[config.mk]
export PLATFORM = sky130hd
export DESIGN_NAME = lesq_score
export DESIGN_NICKNAME = d
export VERILOG_FILES = /design/src/rtl/lesq_pkg.sv /design/src/rtl/lesq_score.sv
export SDC_FILE = /design/constraint.sdc
export NUM_CORES = 1
export LEC_CHECK = 0
export BUFFER_PORTS_ARGS = -buffer_cell sky130_fd_sc_hd__buf_2
export CORE_ASPECT_RATIO = 0.5
export CORE_MARGIN = 2
export CORE_UTILIZATION = 56
export CTS_CLUSTER_DIAMETER = 60
export DETAILED_ROUTE_END_ITERATION = 10
export PLACE_DENSITY = 0.81
export SYNTH_ARGS = -nofsm -noshare
export SYNTH_HDL_FRONTEND = slang
export SYNTH_SLANG_ARGS = --single-unit
export TNS_END_PERCENT = 20
[constraint.sdc]
create_clock -name clk -period 11.5 [get_ports clk]
set_clock_uncertainty 0.1 [all_clocks]
set_input_delay 0 -clock clk [delete_from_list [all_inputs] [get_ports clk]]
set_output_delay 0 -clock clk [all_outputs]
set_load 0.005 [all_outputs]
[src/rtl/lesq_pkg.sv]
// Shared types and constants for the largest empty square scan.
// Used by lesq_line_buf, lesq_score and largest_empty_square_scan.
package lesq_pkg;

  // Map limits
  localparam int MAX_COLS  = 1024;
  localparam int MAX_ROWS  = 1024;
  localparam int COL_W     = $clog2(MAX_COLS);
  localparam int ROW_CNT_W = $clog2(MAX_ROWS + 1);

  // Fixed field widths
  localparam int SCORE_W   = 11;
  localparam int POS_W     = 10;
  localparam int CHAR_W    = 8;
  localparam int CCOUNT_W  = 11;
  localparam logic [SCORE_W-1:0] SCORE_MAX = '1;

  // Register map, one 32-bit register every 4 bytes
  localparam int PADDR_W = 3;
  localparam logic REG_COLUMN_COUNT  = 1'b0;
  localparam logic REG_OBSTACLE_CHAR = 1'b1;
  localparam logic [CCOUNT_W-1:0] COLUMN_COUNT_RST  = CCOUNT_W'(1024);
  localparam logic [CHAR_W-1:0]   OBSTACLE_CHAR_RST = CHAR_W'(111);

  // Input word
  typedef struct packed {
    logic [CHAR_W-1:0] cell_char;
    logic              last_cell;
  } cell_word_t;

  // Result word
  typedef struct packed {
    logic [SCORE_W-1:0] best_size;
    logic [POS_W-1:0]   best_row;
    logic [POS_W-1:0]   best_col;
    logic               row_overflow;
  } result_word_t;

  // Cell as it enters the scoring stage
  typedef struct packed {
    logic               blocked;
    logic               last;
    logic [COL_W-1:0]   col;
    logic [POS_W-1:0]   row;
    logic               first_row;
    logic               row_sat;
    logic               col_wrap;
    logic               fwd_hit;
  } lesq_item_t;

  // Line buffer write port
  typedef struct packed {
    logic               en;
    logic [COL_W-1:0]   addr;
    logic [SCORE_W-1:0] data;
  } lesq_wr_t;

endpackage

[src/rtl/lesq_score.sv]
// Scoring stage: min of up/left/diagonal plus one, best tracking, result register.
// Depends on lesq_pkg; reads the line buffer data and drives its write port.
module lesq_score (
  input  logic                          clk,
  input  logic                          rst,
  input  logic                          item_valid,
  input  lesq_pkg::lesq_item_t          item,
  input  logic [lesq_pkg::SCORE_W-1:0]  up_mem,
  input  logic [lesq_pkg::SCORE_W-1:0]  up_fwd,
  output lesq_pkg::lesq_wr_t            wr,
  output logic                          result_valid,
  input  logic                          result_ready,
  output lesq_pkg::result_word_t        result
);

  logic [lesq_pkg::SCORE_W-1:0] left_score;
  logic [lesq_pkg::SCORE_W-1:0] diag_score;
  logic [lesq_pkg::SCORE_W-1:0] best_size;
  logic [lesq_pkg::POS_W-1:0]   best_row;
  logic [lesq_pkg::POS_W-1:0]   best_col;
  logic                         overflow;

  logic [lesq_pkg::SCORE_W-1:0] up;
  logic [lesq_pkg::SCORE_W-1:0] min_ul;
  logic [lesq_pkg::SCORE_W-1:0] min3;
  logic [lesq_pkg::SCORE_W:0]   grown;
  logic [lesq_pkg::SCORE_W-1:0] score;
  logic [lesq_pkg::SCORE_W-1:0] best_size_next;
  logic [lesq_pkg::POS_W-1:0]   best_row_next;
  logic [lesq_pkg::POS_W-1:0]   best_col_next;
  logic                         overflow_next;

  // score of the current cell
  always_comb begin
    up     = item.fwd_hit ? up_fwd : up_mem;
    min_ul = (up < left_score) ? up : left_score;
    min3   = (min_ul < diag_score) ? min_ul : diag_score;
    grown  = {1'b0, min3} + (lesq_pkg::SCORE_W+1)'(1);
    if (item.blocked) begin
      score = '0;
    end else if (item.first_row || (item.col == '0)) begin
      score = lesq_pkg::SCORE_W'(1);
    end else if (grown[lesq_pkg::SCORE_W]) begin
      score = lesq_pkg::SCORE_MAX;
    end else begin
      score = grown[lesq_pkg::SCORE_W-1:0];
    end
  end

  // first strictly larger score wins
  always_comb begin
    best_size_next = best_size;
    best_row_next  = best_row;
    best_col_next  = best_col;
    if (score > best_size) begin
      best_size_next = score;
      best_row_next  = item.row;
      best_col_next  = lesq_pkg::POS_W'(item.col);
    end
    overflow_next = overflow | item.row_sat;
  end

  // line buffer write back
  always_comb begin
    wr.en   = item_valid;
    wr.addr = item.col;
    wr.data = score;
  end

  // neighbor scores and per-map best
  always_ff @(posedge clk) begin
    if (rst) begin
      left_score <= '0;
      diag_score <= '0;
      best_size  <= '0;
      best_row   <= '0;
      best_col   <= '0;
      overflow   <= 1'b0;
    end else if (item_valid) begin
      if (item.col_wrap || item.last) begin
        left_score <= '0;
        diag_score <= '0;
      end else begin
        left_score <= score;
        diag_score <= up;
      end
      if (item.last) begin
        best_size <= '0;
        best_row  <= '0;
        best_col  <= '0;
        overflow  <= 1'b0;
      end else begin
        best_size <= best_size_next;
        best_row  <= best_row_next;
        best_col  <= best_col_next;
        overflow  <= overflow_next;
      end
    end
  end

  // result register; the top level keeps it free when a last cell arrives
  always_ff @(posedge clk) begin
    if (rst) begin
      result_valid <= 1'b0;
    end else if (item_valid && item.last) begin
      result_valid <= 1'b1;
    end else if (result_ready) begin
      result_valid <= 1'b0;
    end
  end

  always_ff @(posedge clk) begin
    if (item_valid && item.last) begin
      result.best_size    <= best_size_next;
      result.best_row     <= best_row_next;
      result.best_col     <= best_col_next;
      result.row_overflow <= overflow_next;
    end
  end

endmodule
# After elaboration in Yosys (flattened, before gate mapping)
# Index checks and enable logic that the tools add are counted.
word_totals:
  regBits: 87
  inputBits: 52
  wordCells: 38
classes:
  addsub: 1
  magnitude_cmp: 3
  n_mux: 17
  bitwise_logic: 1
  reduce_logical: 5
op_table:
  columns: ["operator", "count"]
  rows:
  - ["11-bit 2-to-1 mux", 10]
  - ["10-bit 2-to-1 mux", 4]
  - ["11-bit less-than comparator", 2]
  - ["11-bit by 1-bit adder with 12-bit output (second input constant)", 1]
  - ["11-bit > comparator", 1]
  - ["10-bit zero test", 1]
  - ["1-bit 2-to-1 mux", 3]
  - ["1-bit logical OR", 2]
  - ["2-bit nonzero test", 1]
  - ["1-bit logical AND", 1]
  - ["1-bit bitwise OR", 1]

# Logic depth before layout (Yosys ltp)
logic_depth:
  depth_word: 12
  ltp_mapped: 42
  mapped_depth_nobuf: 35

# Worst setup path before layout
# No wires, ideal clock.
synth_timing:
  path_kind: "input -> register"
  start: "input port item[0] (netlist bit)"
  end: "register best_row[7] (netlist bit)"
  arrival_ns: 7.922
  slack_ns: 3.350
  cell_stages: 38
  path_buffers: 8
  cell_sequence: "clkbuf_1 clkbuf_1 mux2i_1 inv_1 ha_1 or4_1 a221o_2 a21oi_4 buf_6 buf_2 nand2_1 o21ai_0 inv_1 ha_1 nand4_1 a2111oi_0 nand2b_1 buf_2 (+2 left out) ha_1 buf_2 inv_1 nor2_1 xnor2_1 o21ai_0 mux2_2 a21oi_1 ha_1 nand4_1 a211o_1 a31oi_1 o31a_1 clkbuf_1 clkbuf_1 mux2_2 a21oi_1 nor2_1"
synth_rtl:
  columns: ["item", "line", "rtl"]
  rows:
  - ["start: declaration", "lesq_score.sv:7", "input lesq_pkg::lesq_item_t item,"]
  - ["end signal: assignment", "lesq_score.sv:94", "best_row <= best_row_next;"]
  - ["end: declaration", "lesq_score.sv:19", "logic [lesq_pkg::POS_W-1:0] best_row;"]

# Final worst setup path
layout_timing:
  start: "register left_score[2] (netlist bit)"
  end: "register best_col[5] (netlist bit)"
layout_via:
  elab_chain_cells: 11
layout_rtl:
  columns: ["item", "line", "rtl"]
  rows:
  - ["start: declaration", "lesq_score.sv:16", "logic [lesq_pkg::SCORE_W-1:0] left_score;"]
  - ["start signal: assignment", "lesq_score.sv:84", "left_score <= score;"]
  - ["11-bit less-than comparator", "lesq_score.sv:36", "min_ul = (up < left_score) ? up : left_score;"]
  - ["11-bit 2-to-1 mux (*)", "lesq_score.sv:36", null]
  - ["11-bit less-than comparator", "lesq_score.sv:37", "min3 = (min_ul < diag_score) ? min_ul : diag_score;"]
  - ["11-bit 2-to-1 mux (*)", "lesq_score.sv:37", null]
  - ["11-bit by 1-bit adder with 12-bit output (*)", "lesq_score.sv:38", "grown = {1'b0, min3} + (lesq_pkg::SCORE_W+1)'(1);"]
  - ["11-bit 2-to-1 mux (*)", "lesq_score.sv:43", "end else if (grown[lesq_pkg::SCORE_W]) begin"]
  - ["11-bit 2-to-1 mux (*)", "lesq_score.sv:41", "end else if (item.first_row || (item.col == '0)) begin"]
  - ["11-bit 2-to-1 mux (*)", "lesq_score.sv:39", "if (item.blocked) begin"]
  - ["11-bit > comparator (*)", "lesq_score.sv:55", "if (score > best_size) begin"]
  - ["10-bit 2-to-1 mux (*)", "lesq_score.sv:55", null]
  - ["via best_col_next (one bit)", "lesq_score.sv:30", "logic [lesq_pkg::POS_W-1:0] best_col_next;"]
  - ["10-bit 2-to-1 mux (*)", "lesq_score.sv:87", "if (item.last) begin"]
  - ["end signal: assignment", "lesq_score.sv:95", "best_col <= best_col_next;"]
  - ["end: declaration", "lesq_score.sv:20", "logic [lesq_pkg::POS_W-1:0] best_col;"]
# Mark *: on every way through the listed nets, which the timed path passes. The rest lies on a longest branch.
# A chain may end at the register's enable or synchronous reset.

==> metrics <==
status=complete, no violations; hpwl dp=10900 um; Yosys cell types=72; FF-to-FF path depth=29; Max Freq=108 MHz; Via density=5.97; slew at the pin with the worst max-slew slack=1.15 ns; fin crit period=9.22 ns; CP Max Fanout=35; Clock Latency Late Sink=0.34 ns; max-cap violations=0; CTS tree=built; worst hold stages=4; port buffer count=106; CP dominant cell by count=ha_1; post-synth top area share=19.9%; Critical Path AT=9.31 ns; slowest cell on the critical path=a21oi_4; Core Region=9540 um^2; relative slew slack=22.9%; Tot GR Track Use=28.9%; Die H=74.3 um; crit path capture type=flip-flop; Netlist Area Pre-Place=5540 um^2; Top FF cell, synth=dfxtp_1; Syn Nets=692; Power Total=0.934 mW; ANT cells=0; Hold Crit Endpoint=diag_score[10]; R2R Setup Slk=2.28 ns; die area=10800 um^2; Worst Hold Class=in2reg; Layout Nets=799; Yosys Warn Count=0; post-synth top area cell=dfxtp_1; GPL Wtd Cong=1.05; worst path required time=11.59 ns; initial DRC count=620; clock sinks=87; Seq/Total Area, Yosys=37.2%; worst-case clock buffer depth=2; share of layout cells above drive strength 1=23.9%; Top delay family on crit path=compound AO/OA/AOI/OAI gates; Layout area overhead=18.8%; synthesized flop and latch total=87; Worst-path clk slew=0.06 ns; DRC viols=0; Avg Cell Area, Syn=9.11 um^2; critical path's largest stage delay=0.76 ns; post_cts resized=0; VDD IR max=0.000119 V; startpoint types=flip-flop; vias in the first global route=4626; RSZ-0062 raised after global routing=no; Post-Route Setup TNS=0 ns; critical path type=reg2reg; Core Rows=25; # IOs=107; worst hold start=up_fwd[10]; Area contributors post-synth=dfxtp_1, edfxtp_1, ha_1, mux2_2, nor2_1; CTS root buf=clkbuf_16; initial antenna violation count=0; Syn Inst Count=608; Critical path buffers and inverters=2; via count=5101; final WL=15300 um; DRT Pass-1 Iters=7; global route total overflow=0; Leak=2.66 nW; FF-to-FF End=best_col[5]; Tcrit/Tclk final=80.2%; R2R Path Start=left_score[2]; starting density of the core=58.1%; Commonest cells post-synth=nor2_1, dfxtp_1, a21oi_1; Post-synth ARST share=0%; Pins Over Slew Limit=0; count leader, synth=nor2_1; largest net degree at the start of global routing=40; H-Tree Depth=3; first-pass GRT wire length=23700 um; routed len/inst=17.9 um; Final ANT Viol Nets=0; CTS Buf Count=9; Crit. path cell count=29; Die W=145 um; EDFF count, synth=32; endpoints failing setup=0; PwrDens=142 nW/um^2; Final Hold Vio Count=0
-- state kept, by name, indices dropped and copies added (netlist names) --
register      flops
best_row         10
best_size        11
result           32
left_score       11
result_valid      1
diag_score       11
best_col         10
overflow          1
-- power breakdown --
part / total [mW] / switching, mW / internal, mW
Combinational: 0.310 / 0.179 / 0.130
Clock: 0.265 / 0.113 / 0.152
Sequential: 0.359 / 0.00847 / 0.351
-- repair_timing --
action,CTS,global route
hold buffers,25,0
setup buffers,0,0
endpoints found under the hold margin,43,0
-- through the flow --
step,utilization (%),cell area [um^2],cells,hold WS (ns),setup slack [ns]
2_1_floorplan,-,5540,608,-0.0791,3.35
3_3_place_gp,63.5,6060,814,0.102,2.73
3_5_place_dp,63.5,6060,814,0.103,2.31
4_1_cts,69.0,6580,855,0.0189,2.45
5_1_grt,69.0,6580,855,0.0241,1.68
6_report,69.0,6580,855,0.0216,2.28
-- layout by cell type (no fill, tap or decap), types with 17 or more instances in the layout --
cell type,netlist,final
dfxtp_1,55,55
edfxtp_1,32,32
nor2b_1,30,29
nor3_1,17,17
dlygate4sd3_1,0,25
nand3_1,20,20
ha_1,32,32
buf_2,3,106
inv_1,40,40
nor2_1,58,58
nand2_1,37,37
a21oi_1,41,41
o21ai_0,25,25
mux2_2,34,34
-- how the worst max path moves through the flow --
stage / start / to / slack (ns)
finish: left_score[2] / best_col[5] / 2.28
detailed placement: item[0] / best_col[5] / 2.31
global placement: item[0] / best_row[5] / 2.73
global route: left_score[2] / best_size[9] / 1.68
floorplan: item[0] / best_row[7] / 3.35
CTS: left_score[2] / best_col[5] / 2.45
-- layout make-up --
class                   count  area, um^2
well taps                 135         169
fillers                   767        2960
repair buffers            133         796
clock inverters             3        18.8
multi-input cells         444        3130
flip-flops and latches     87        2060
inverters                  40         150
clock buffers              13         250
-- cells by family (layout without fill, tap and decap cells) --
logic type      after synthesis  count (layout)  share of synthesized area, %
mux                          51              51                          10.4
simple gates                201             201                          18.1
fa+ha+maj                    32              32                          7.23
xor+xnor                      6               6                         0.949
buf+inv                      77             189                          6.23
flops                        87              87                          37.2
compound gates              154             154                          19.8
-- worst reg2reg max path: cells and delay by family, from the launching register on --
family | cells | cell delay (ns)
compound gates | 9 | 3.35
fa+ha+maj | 4 | 1.35
simple gates | 11 | 2.10
mux | 3 | 1.26
buf+inv | 2 | 0.48
flops | 1 | 0.46
-- per-layer routing --
metal	wire, um	track usage [%]
met4	180	6.04
met2	6820	46.1
met3	1530	7.73
met1	6770	40.2
met5	0	0
Note: power is estimated with default switching activity, not from simulation.
